**config.mk**
```make
export PLATFORM = sky130hd
export DESIGN_NAME = obu_temporal_unit_splitter
export DESIGN_NICKNAME = d
export VERILOG_FILES = /design/src/hdl/obu_tus_pkg.sv /design/src/hdl/obu_tus_parser.sv /design/src/hdl/obu_tus_fifo.sv /design/src/hdl/obu_temporal_unit_splitter.sv
export SDC_FILE = /design/constraint.sdc
export NUM_CORES = 2
export LEC_CHECK = 0
export BUFFER_PORTS_ARGS = -buffer_cell sky130_fd_sc_hd__clkbuf_2
export CAP_MARGIN = 20
export CORE_MARGIN = 2
export CORE_UTILIZATION = 55
export DETAILED_ROUTE_END_ITERATION = 8
export PLACE_DENSITY = 0.72
export SYNTH_ARGS = -nofsm -noshare
export SYNTH_HDL_FRONTEND = slang
export SYNTH_SLANG_ARGS = --single-unit
```
**constraint.sdc**
```tcl
create_clock -name clk -period 7.7 [get_ports clk]
set_input_delay 0.77 -clock clk [delete_from_list [all_inputs] [get_ports clk]]
set_output_delay 0.77 -clock clk [all_outputs]
set_load 0.005 [all_outputs]
```
**src/hdl/obu_tus_pkg.sv**
```systemverilog
// Package for the OBU temporal unit splitter: phase codes, OBU type codes,
// record and byte payload structs, and the FIFO push bundle.
// No dependencies.
package obu_tus_pkg;

	localparam int OFFSET_BITS    = 32;
	localparam int UNIT_LIMIT_MAX = 4096;
	localparam int LIMIT_CMP_W    = 17;
	localparam int FIFO_DEPTH     = 4;
	localparam int FIFO_PTR_W     = $clog2(FIFO_DEPTH);
	localparam int FIFO_CNT_W     = $clog2(FIFO_DEPTH + 1);

	localparam logic [12:0] UNIT_LIMIT_RESET = 13'd4096;
	localparam logic [12:0] UNIT_CNT_SAT     = 13'h1fff;
	localparam logic [15:0] CNT16_SAT        = 16'hffff;
	localparam logic [2:0]  SIZE_IDX_LAST    = 3'd7;

	localparam logic [3:0] TY_SEQ_HDR   = 4'd1;
	localparam logic [3:0] TY_TD        = 4'd2;
	localparam logic [3:0] TY_FRAME_HDR = 4'd3;
	localparam logic [3:0] TY_FRAME     = 4'd6;

	localparam logic [2:0] ST_OK        = 3'd0;
	localparam logic [2:0] ST_NO_SIZE   = 3'd1;
	localparam logic [2:0] ST_BAD_LEB   = 3'd2;
	localparam logic [2:0] ST_OVERRUN   = 3'd3;
	localparam logic [2:0] ST_LIMIT     = 3'd4;

	localparam logic KIND_UNIT    = 1'b0;
	localparam logic KIND_SUMMARY = 1'b1;

	typedef enum logic [2:0] {
		PH_HEADER,
		PH_EXT,
		PH_LEB,
		PH_PAYLOAD,
		PH_HALT
	} phase_t;

	typedef struct packed {
		logic [7:0] stream_byte;
		logic       final_byte;
	} obu_byte_t;

	typedef struct packed {
		logic        record_kind;
		logic [31:0] unit_offset;
		logic [31:0] unit_bytes;
		logic [15:0] unit_frames;
		logic [12:0] units_seen;
		logic [15:0] seq_header_total;
		logic [2:0]  status;
		logic        run_end;
	} obu_rec_t;

	typedef struct packed {
		logic     v0;
		logic     v1;
		obu_rec_t r0;
		obu_rec_t r1;
	} rec_push_t;

endpackage

```
**src/hdl/obu_tus_parser.sv**
```systemverilog
// OBU stream parser: header, extension skip, LEB128 size, payload skip and
// temporal unit bookkeeping, one byte per cycle while accept is high.
// Produces up to two records. Depends on obu_tus_pkg.
module obu_tus_parser (
	input  logic                  clk,
	input  logic                  arst_n,
	input  logic                  accept,
	input  obu_tus_pkg::obu_byte_t byte_data,
	input  logic                  cfg_wr_en,
	input  logic [12:0]           cfg_wr_data,
	output obu_tus_pkg::rec_push_t push
);

	localparam int PW = obu_tus_pkg::OFFSET_BITS;
	localparam int LIMIT_CMP_W_L = obu_tus_pkg::LIMIT_CMP_W;

	obu_tus_pkg::phase_t phase_q, phase_d;
	logic [PW-1:0] pos_q, pos_d;
	logic [PW-1:0] uoff_q, uoff_d;
	logic [3:0]    type_q, type_d;
	logic [63:0]   acc_q, acc_d;
	logic [2:0]    idx_q, idx_d;
	logic [63:0]   left_q, left_d;
	logic [15:0]   frames_q, frames_d;
	logic [12:0]   units_q, units_d;
	logic [15:0]   seqs_q, seqs_d;
	logic [2:0]    halt_q, halt_d;
	logic [12:0]   limit_q;

	logic [7:0]  b;
	logic [63:0] acc_new;
	logic [63:0] left_dec;
	logic [LIMIT_CMP_W_L-1:0] lim_eff;
	logic        complete;
	logic [2:0]  end_status;
	logic        mid_v, end_unit_v;
	obu_tus_pkg::obu_rec_t rec_mid, rec_end, rec_sum;

	assign b        = byte_data.stream_byte;
	assign acc_new  = acc_q | (64'(b[6:0]) << (6'(idx_q) * 6'd7));
	assign left_dec = left_q - 64'd1;

	always_comb begin
		if ({4'd0, limit_q} > LIMIT_CMP_W_L'(obu_tus_pkg::UNIT_LIMIT_MAX))
			lim_eff = LIMIT_CMP_W_L'(obu_tus_pkg::UNIT_LIMIT_MAX);
		else
			lim_eff = {4'd0, limit_q};
	end

	always_comb begin
		phase_d  = phase_q;
		pos_d    = pos_q;
		uoff_d   = uoff_q;
		type_d   = type_q;
		acc_d    = acc_q;
		idx_d    = idx_q;
		left_d   = left_q;
		frames_d = frames_q;
		units_d  = units_q;
		seqs_d   = seqs_q;
		halt_d   = halt_q;
		complete = 1'b0;
		mid_v    = 1'b0;

		rec_mid                  = '0;
		rec_mid.record_kind      = obu_tus_pkg::KIND_UNIT;
		rec_mid.unit_offset      = 32'(uoff_q);
		rec_mid.unit_bytes       = 32'(PW'(pos_q - uoff_q));
		rec_mid.unit_frames      = frames_q;
		rec_mid.units_seen       = units_q;
		rec_mid.seq_header_total = seqs_q;
		rec_mid.status           = obu_tus_pkg::ST_OK;
		rec_mid.run_end          = ~byte_data.final_byte;

		case (phase_q)
			obu_tus_pkg::PH_HEADER: begin
				if (!b[1]) begin
					halt_d  = obu_tus_pkg::ST_NO_SIZE;
					phase_d = obu_tus_pkg::PH_HALT;
				end else begin
					if (b[6:3] == obu_tus_pkg::TY_TD) begin
						mid_v    = units_q != 13'd0;
						uoff_d   = pos_q;
						frames_d = 16'd0;
					end
					type_d  = b[6:3];
					acc_d   = 64'd0;
					idx_d   = 3'd0;
					phase_d = b[2] ? obu_tus_pkg::PH_EXT : obu_tus_pkg::PH_LEB;
				end
			end
			obu_tus_pkg::PH_EXT: phase_d = obu_tus_pkg::PH_LEB;
			obu_tus_pkg::PH_LEB: begin
				acc_d = acc_new;
				if (b[7]) begin
					if (idx_q == obu_tus_pkg::SIZE_IDX_LAST) begin
						halt_d  = obu_tus_pkg::ST_BAD_LEB;
						phase_d = obu_tus_pkg::PH_HALT;
					end else begin
						idx_d = idx_q + 3'd1;
					end
				end else begin
					left_d = acc_new;
					if (acc_new == 64'd0)
						complete = 1'b1;
					else
						phase_d = obu_tus_pkg::PH_PAYLOAD;
				end
			end
			obu_tus_pkg::PH_PAYLOAD: begin
				left_d = left_dec;
				complete = left_dec == 64'd0;
			end
			default: ;
		endcase

		// OBU counted on its last byte
		if (complete) begin
			phase_d = obu_tus_pkg::PH_HEADER;
			if (type_q == obu_tus_pkg::TY_TD) begin
				if ({4'd0, units_q} >= lim_eff) begin
					halt_d  = obu_tus_pkg::ST_LIMIT;
					phase_d = obu_tus_pkg::PH_HALT;
				end else if (units_q != obu_tus_pkg::UNIT_CNT_SAT) begin
					units_d = units_q + 13'd1;
				end
			end
			if ((type_q == obu_tus_pkg::TY_FRAME || type_q == obu_tus_pkg::TY_FRAME_HDR)
					&& units_q != 13'd0 && frames_q != obu_tus_pkg::CNT16_SAT)
				frames_d = frames_q + 16'd1;
			if (type_q == obu_tus_pkg::TY_SEQ_HDR && seqs_q != obu_tus_pkg::CNT16_SAT)
				seqs_d = seqs_q + 16'd1;
		end

		case (phase_d)
			obu_tus_pkg::PH_HALT:   end_status = halt_d;
			obu_tus_pkg::PH_HEADER: end_status = obu_tus_pkg::ST_OK;
			obu_tus_pkg::PH_LEB:    end_status = obu_tus_pkg::ST_BAD_LEB;
			default:                end_status = obu_tus_pkg::ST_OVERRUN;
		endcase

		end_unit_v = byte_data.final_byte && end_status == obu_tus_pkg::ST_OK
			&& units_d != 13'd0;

		rec_end                  = '0;
		rec_end.record_kind      = obu_tus_pkg::KIND_UNIT;
		rec_end.unit_offset      = 32'(uoff_d);
		rec_end.unit_bytes       = 32'(PW'(pos_q + PW'(1) - uoff_d));
		rec_end.unit_frames      = frames_d;
		rec_end.units_seen       = units_d;
		rec_end.seq_header_total = seqs_d;
		rec_end.status           = obu_tus_pkg::ST_OK;
		rec_end.run_end          = 1'b0;

		rec_sum                  = '0;
		rec_sum.record_kind      = obu_tus_pkg::KIND_SUMMARY;
		rec_sum.units_seen       = units_d;
		rec_sum.seq_header_total = seqs_d;
		rec_sum.status           = end_status;
		rec_sum.run_end          = 1'b1;

		// stream end: everything but the limit register back to reset
		if (byte_data.final_byte) begin
			phase_d  = obu_tus_pkg::PH_HEADER;
			pos_d    = '0;
			uoff_d   = '0;
			type_d   = 4'd0;
			acc_d    = 64'd0;
			idx_d    = 3'd0;
			left_d   = 64'd0;
			frames_d = 16'd0;
			units_d  = 13'd0;
			seqs_d   = 16'd0;
			halt_d   = obu_tus_pkg::ST_OK;
		end else begin
			pos_d = pos_q + PW'(1);
		end
	end

	// a mid-stream record and an end-of-stream unit record never coincide
	always_comb begin
		push.v0 = accept && (mid_v || byte_data.final_byte);
		push.v1 = accept && byte_data.final_byte && (mid_v || end_unit_v);
		push.r0 = mid_v ? rec_mid : (end_unit_v ? rec_end : rec_sum);
		push.r1 = rec_sum;
	end

	always_ff @(posedge clk or negedge arst_n) begin
		if (!arst_n) begin
			phase_q  <= obu_tus_pkg::PH_HEADER;
			pos_q    <= '0;
			uoff_q   <= '0;
			type_q   <= 4'd0;
			acc_q    <= 64'd0;
			idx_q    <= 3'd0;
			left_q   <= 64'd0;
			frames_q <= 16'd0;
			units_q  <= 13'd0;
			seqs_q   <= 16'd0;
			halt_q   <= obu_tus_pkg::ST_OK;
		end else if (accept) begin
			phase_q  <= phase_d;
			pos_q    <= pos_d;
			uoff_q   <= uoff_d;
			type_q   <= type_d;
			acc_q    <= acc_d;
			idx_q    <= idx_d;
			left_q   <= left_d;
			frames_q <= frames_d;
			units_q  <= units_d;
			seqs_q   <= seqs_d;
			halt_q   <= halt_d;
		end
	end

	always_ff @(posedge clk or negedge arst_n) begin
		if (!arst_n)
			limit_q <= obu_tus_pkg::UNIT_LIMIT_RESET;
		else if (cfg_wr_en)
			limit_q <= cfg_wr_data;
	end

endmodule

```
**src/hdl/obu_tus_fifo.sv**
```systemverilog
// Output record queue: takes up to two records per cycle, hands out one.
// Raises full_for_two when fewer than two slots may be free.
// Depends on obu_tus_pkg.
module obu_tus_fifo (
	input  logic                   clk,
	input  logic                   arst_n,
	input  obu_tus_pkg::rec_push_t push,
	output logic                   full_for_two,
	output logic                   rec_valid,
	input  logic                   rec_stall,
	output obu_tus_pkg::obu_rec_t  rec_data
);

	localparam int PTRW = obu_tus_pkg::FIFO_PTR_W;
	localparam int CNTW = obu_tus_pkg::FIFO_CNT_W;

	obu_tus_pkg::obu_rec_t mem_q [obu_tus_pkg::FIFO_DEPTH];
	logic [PTRW-1:0] wr_q, rd_q;
	logic [CNTW-1:0] cnt_q;
	logic            pop;
	logic [CNTW-1:0] n_push;

	assign pop          = rec_valid && !rec_stall;
	assign n_push       = CNTW'(push.v0) + CNTW'(push.v1);
	assign rec_valid    = cnt_q != '0;
	assign rec_data     = mem_q[rd_q];
	assign full_for_two = cnt_q > CNTW'(obu_tus_pkg::FIFO_DEPTH - 2);

	// v1 is only ever set together with v0
	always_ff @(posedge clk) begin
		if (push.v0)
			mem_q[wr_q] <= push.r0;
		if (push.v1)
			mem_q[wr_q + PTRW'(1)] <= push.r1;
	end

	always_ff @(posedge clk or negedge arst_n) begin
		if (!arst_n) begin
			wr_q  <= '0;
			rd_q  <= '0;
			cnt_q <= '0;
		end else begin
			wr_q  <= wr_q + PTRW'(n_push);
			if (pop)
				rd_q <= rd_q + PTRW'(1);
			cnt_q <= cnt_q + n_push - CNTW'(pop);
		end
	end

endmodule

```
**src/hdl/obu_temporal_unit_splitter.sv**
```systemverilog
// Top level of the OBU temporal unit splitter: parser plus output queue.
// Depends on obu_tus_pkg, obu_tus_parser and obu_tus_fifo.
//
// Usage:
//   byte channel (byte_valid/byte_stall/byte_data) carries one stream byte per
//   transfer; final_byte marks the last byte of a stream.
//   rec channel (rec_valid/rec_stall/rec_data) carries unit records and the
//   end-of-stream summary; run_end marks the last record caused by a byte.
//   cfg_wr_en/cfg_wr_data write unit_limit; write only while idle.
// Throughput: one byte per cycle while byte_stall is low. A byte is parsed in
//   the cycle it is taken, and its records enter the queue the cycle after.
// A byte yields at most two records; the four-entry output queue drains one
//   per cycle, and byte_stall rises while fewer than two slots may be free.
//   A receiver that stalls simply fills the queue and then holds off bytes.
// Reset clears the parser to the start of a stream at offset 0, empties the
//   queue and sets unit_limit to 4096. After each final byte the parser
//   returns to that start state on its own.
module obu_temporal_unit_splitter (
	input  logic                   clk,
	input  logic                   arst_n,
	input  logic                   byte_valid,
	output logic                   byte_stall,
	input  obu_tus_pkg::obu_byte_t byte_data,
	output logic                   rec_valid,
	input  logic                   rec_stall,
	output obu_tus_pkg::obu_rec_t  rec_data,
	input  logic                   cfg_wr_en,
	input  logic [12:0]            cfg_wr_data
);

	obu_tus_pkg::rec_push_t push;
	logic accept;

	assign accept = byte_valid && !byte_stall;

	obu_tus_parser u_parser (
		.clk         (clk),
		.arst_n      (arst_n),
		.accept      (accept),
		.byte_data   (byte_data),
		.cfg_wr_en   (cfg_wr_en),
		.cfg_wr_data (cfg_wr_data),
		.push        (push)
	);

	obu_tus_fifo u_fifo (
		.clk          (clk),
		.arst_n       (arst_n),
		.push         (push),
		.full_for_two (byte_stall),
		.rec_valid    (rec_valid),
		.rec_stall    (rec_stall),
		.rec_data     (rec_data)
	);

endmodule
```
==> metrics <==
status=complete, no violations; Synth Instances=4139; Vias/cell=6.42; aggregate global-route resource usage=30.7%; clock network power share=22.1%; WL final=111 mm; Crit Path Max Fanout=32; Leakage=16.6 nW; WL/cell=21.9 um; setup TNS=0 ps; die width=268 um; Fill cells=5806; root buf cell=clkbuf_16; Gate power share=44.9%; Flop pwr share=33.0%; final std cells w/o fill=5083; post-CTS setup buffer count=0; Final Cycle Share=92.1%; syn_area_per_cell=9.27 um2; Overflow after GRT=0; Nets=4210; main combinational cell family by area after synthesis=compound AO/OA/AOI/OAI gates; final count of negative-setup-slack endpoints=0; multiplexer share of the synthesized area=8.14%; drt first pass iters=6; dpl cells=4943; Core Area=0.0688 mm2; share of post-route cells with drive strength above 1=12.4%; detailed placer's ending HPWL=72.9 mm; cts bufs inserted=77; Die Span Y=268 um; Seq/Total Area, Yosys=44.2%; Synth Area in Adders=3.06%; post-synthesis xor/xnor area fraction=2.92%; max-slew violations=0; largest net degree at the start of global routing=154; DRC Markers=0; Switch Pwr=6.59 mW; # rows=96; yosys warns=0; global-route wire length before repair=175 mm; CTS resizes=0; clock buffer depth=3; Max Cap Violations=0; worst-skew pair later-pin latency=640 ps; internal power=10.4 mW; Clock Skews=28.9 ps; number of global-route vias before repair=30.4k; Vias=32.6k; clk slew on worst S/H paths=60 ps; final hold slack=224 ps; fmax=141 MHz; simple-gate share of the synthesized area=17.6%; Yosys cell types=93; initial core utilization=55.8%; initial antenna violation count=0; CTS Sinks=718; Post-synth EDFFs=128; CTS tree=built; DR iter-0 viols=3434; CP startpoint kind=register; Peak VDD IR=544 uV; WS Path Type=register to register; Mapped Area=0.0384 mm2; Post-Syn Nets=4258; Post-CTS Hold Buffers=0; IO Pins=143; final hold vios=0; Hold Crit Class=input pin to async pin; gpl congestion=0.966; Final ANT Viol Nets=0; Main synth FF type=dfxtp_1; CP required=8190 ps; PD cells=403 mW/mm2; ant diodes=0; asr flop ratio synth=36.5%; Tightest Pin Transition=1180 ps; Die Area=0.0719 mm2; critical path endpoint category=register; total power=17.0 mW; min cycle time layout=7090 ps; number of synthesized register bits=718; I/O Buffers=142; htree depth=3; RSZ-0062 raised after global routing=no; Compound-Gate Fraction of Synth Area=19.8%; Area Growth Syn to Fin=10.1%; Net Sw Frac=38.7%; relative slew slack=21.0%; worst endpoint data arrival time=7580 ps
[kinds of logic after synthesis]
logic type,Yosys count
flops,718
simple gates,1459
mux,168
xor+xnor,128
fa+ha+maj,92
buf+inv,421
compound gates,1153
[synth_stat cells (10+ instances only)]
master | instances | area share [%]
o21bai_1 | 12 | 0.23
buf_2 | 47 | 0.61
inv_1 | 88 | 0.86
or3_1 | 46 | 0.75
and3_1 | 48 | 0.78
a211oi_1 | 300 | 5.9
ha_1 | 89 | 2.9
xnor2_1 | 79 | 1.8
nand2_1 | 270 | 2.6
a21oi_1 | 215 | 2.8
mux2_2 | 13 | 0.38
nor3_1 | 88 | 1.1
nor2b_1 | 38 | 0.62
nand3b_1 | 10 | 0.20
mux2i_1 | 41 | 1.1
xor2_1 | 49 | 1.1
or4_1 | 15 | 0.29
and2_1 | 20 | 0.33
o31a_1 | 16 | 0.37
dfrtp_1 | 261 | 17
a21o_1 | 23 | 0.45
a22oi_1 | 24 | 0.47
o21a_1 | 19 | 0.37
o21ai_0 | 252 | 3.3
nand3_1 | 102 | 1.3
a31oi_1 | 67 | 1.1
buf_1 | 27 | 0.26
nor4_1 | 48 | 0.78
clkbuf_1 | 253 | 2.5
o31ai_1 | 42 | 0.82
mux4_2 | 114 | 6.7
nand4_1 | 39 | 0.64
or2_2 | 16 | 0.26
dfxtp_1 | 328 | 17
nor2_1 | 650 | 6.4
a22o_1 | 47 | 1.1
nand2b_1 | 20 | 0.33
edfxtp_1 | 128 | 10
o22ai_1 | 43 | 0.70
[path summary, 6_finish.rpt]
kind / slack, ps / depth (start not counted) / endpoint / from
setup / recovery: 610 / 14 / u_fifo.mem_q[2][68]$_SDFFE_PP0P_ / u_parser.left_q[3]$_DFFE_PN0P_
hold / removal: 220 / 1 / u_parser.left_q[56]$_DFFE_PN0P_ / arst_n
setup reg to reg: 610 / 14 / u_fifo.mem_q[2][68]$_SDFFE_PP0P_ / u_parser.left_q[3]$_DFFE_PN0P_
hold reg to reg: 450 / 2 / u_fifo.mem_q[1][113]$_SDFFE_PP1P_ / u_fifo.mem_q[1][113]$_SDFFE_PP1P_
max in group asynchronous: 6090 / 2 / u_parser.uoff_q[10]$_DFFE_PN0P_ / arst_n
min in group clk: 380 / 2 / u_parser.limit_q[2]$_DFFE_PN0P_ / cfg_wr_data[2]
[registers in the layout (all words and copies together) (netlist names)]
signal	flops
u_parser.seqs_q	16
u_fifo.rd_q	2
u_parser.phase_q	3
u_parser.uoff_q	32
u_parser.units_q	13
u_parser.left_q	64
u_parser.type_q	4
u_parser.idx_q	3
u_parser.limit_q	13
u_fifo.mem_q	456
u_fifo.cnt_q	3
u_parser.acc_q	56
u_parser.pos_q	32
u_fifo.wr_q	2
u_parser.frames_q	16
u_parser.halt_q	3
[per-layer routing]
layer / GRT usage (%) / vias up / part of all wire (%)
li1: - / 15200 / -
met1: 44.0 / 15900 / 44
met2: 47.2 / 1340 / 45
met3: 5.28 / 185 / 8.1
met5: 0 / - / 0
met4: 10.3 / 0 / 3.0
[power groups by stage]
stage	Sequential (mW)	Clock, mW	Combinational, mW
after global placement	5.64	0	7.48
after floorplan	5.34	0	5.63
after CTS	5.61	3.81	7.57
final	5.63	3.76	7.64
after global routing	5.74	3.97	8.37
after detailed placement	5.68	0	7.52
[layout by cell type, fill, tap and decap left out, drive strengths merged, types with 23 or more instances in the layout]
cell type  count
a211oi       301
a21o          23
a21oi        215
a22o          47
a22oi         24
a31oi         67
and3          48
buf           62
clkbuf       254
dfrtp        261
dfxtp        328
edfxtp       128
ha            89
inv           95
mux2i         41
mux4         114
nand2        272
nand3        102
nand4         39
nor2         650
nor2b         38
nor3          91
nor4          50
o21ai        260
o22ai         44
o31ai         42
or3           46
xnor2         79
xor2          49
[metrics by stage]
step,util (%),setup WS [ps],area (um2)
3_3_place_gp,57.7,864,39700
5_1_grt,61.4,346,42300
2_1_floorplan,-,1190,38400
6_report,61.4,606,42300
4_1_cts,61.4,680,42300
3_5_place_dp,57.7,691,39700
[worst max-delay path: stages (launching register included)]
cell	delay [ps]
dfrtp_1	470
or4_1	670
or4_4	750
or4b_2	830
xnor2_1	170
o31a_1	260
or4_1	650
or4_1	660
nand2_2	330
nand4_1	140
a211o_1	370
o21ai_4	220
inv_2	260
a22oi_1	950
a211oi_1	170
[area by class of cell]
type / count / area [um2] / share of cell area [%]
Multi-Input combinational cell: 3000 / 19900 / 47.1
Sequential cell: 718 / 17000 / 40.2
Clock buffer: 113 / 2230 / 5.29
Timing Repair Buffer: 203 / 1330 / 3.14
Tap cell: 931 / 1160 / 2.76
Inverter: 91 / 342 / 0.808
Clock inverter: 27 / 324 / 0.767
Note: power is estimated with default switching activity, not from simulation.
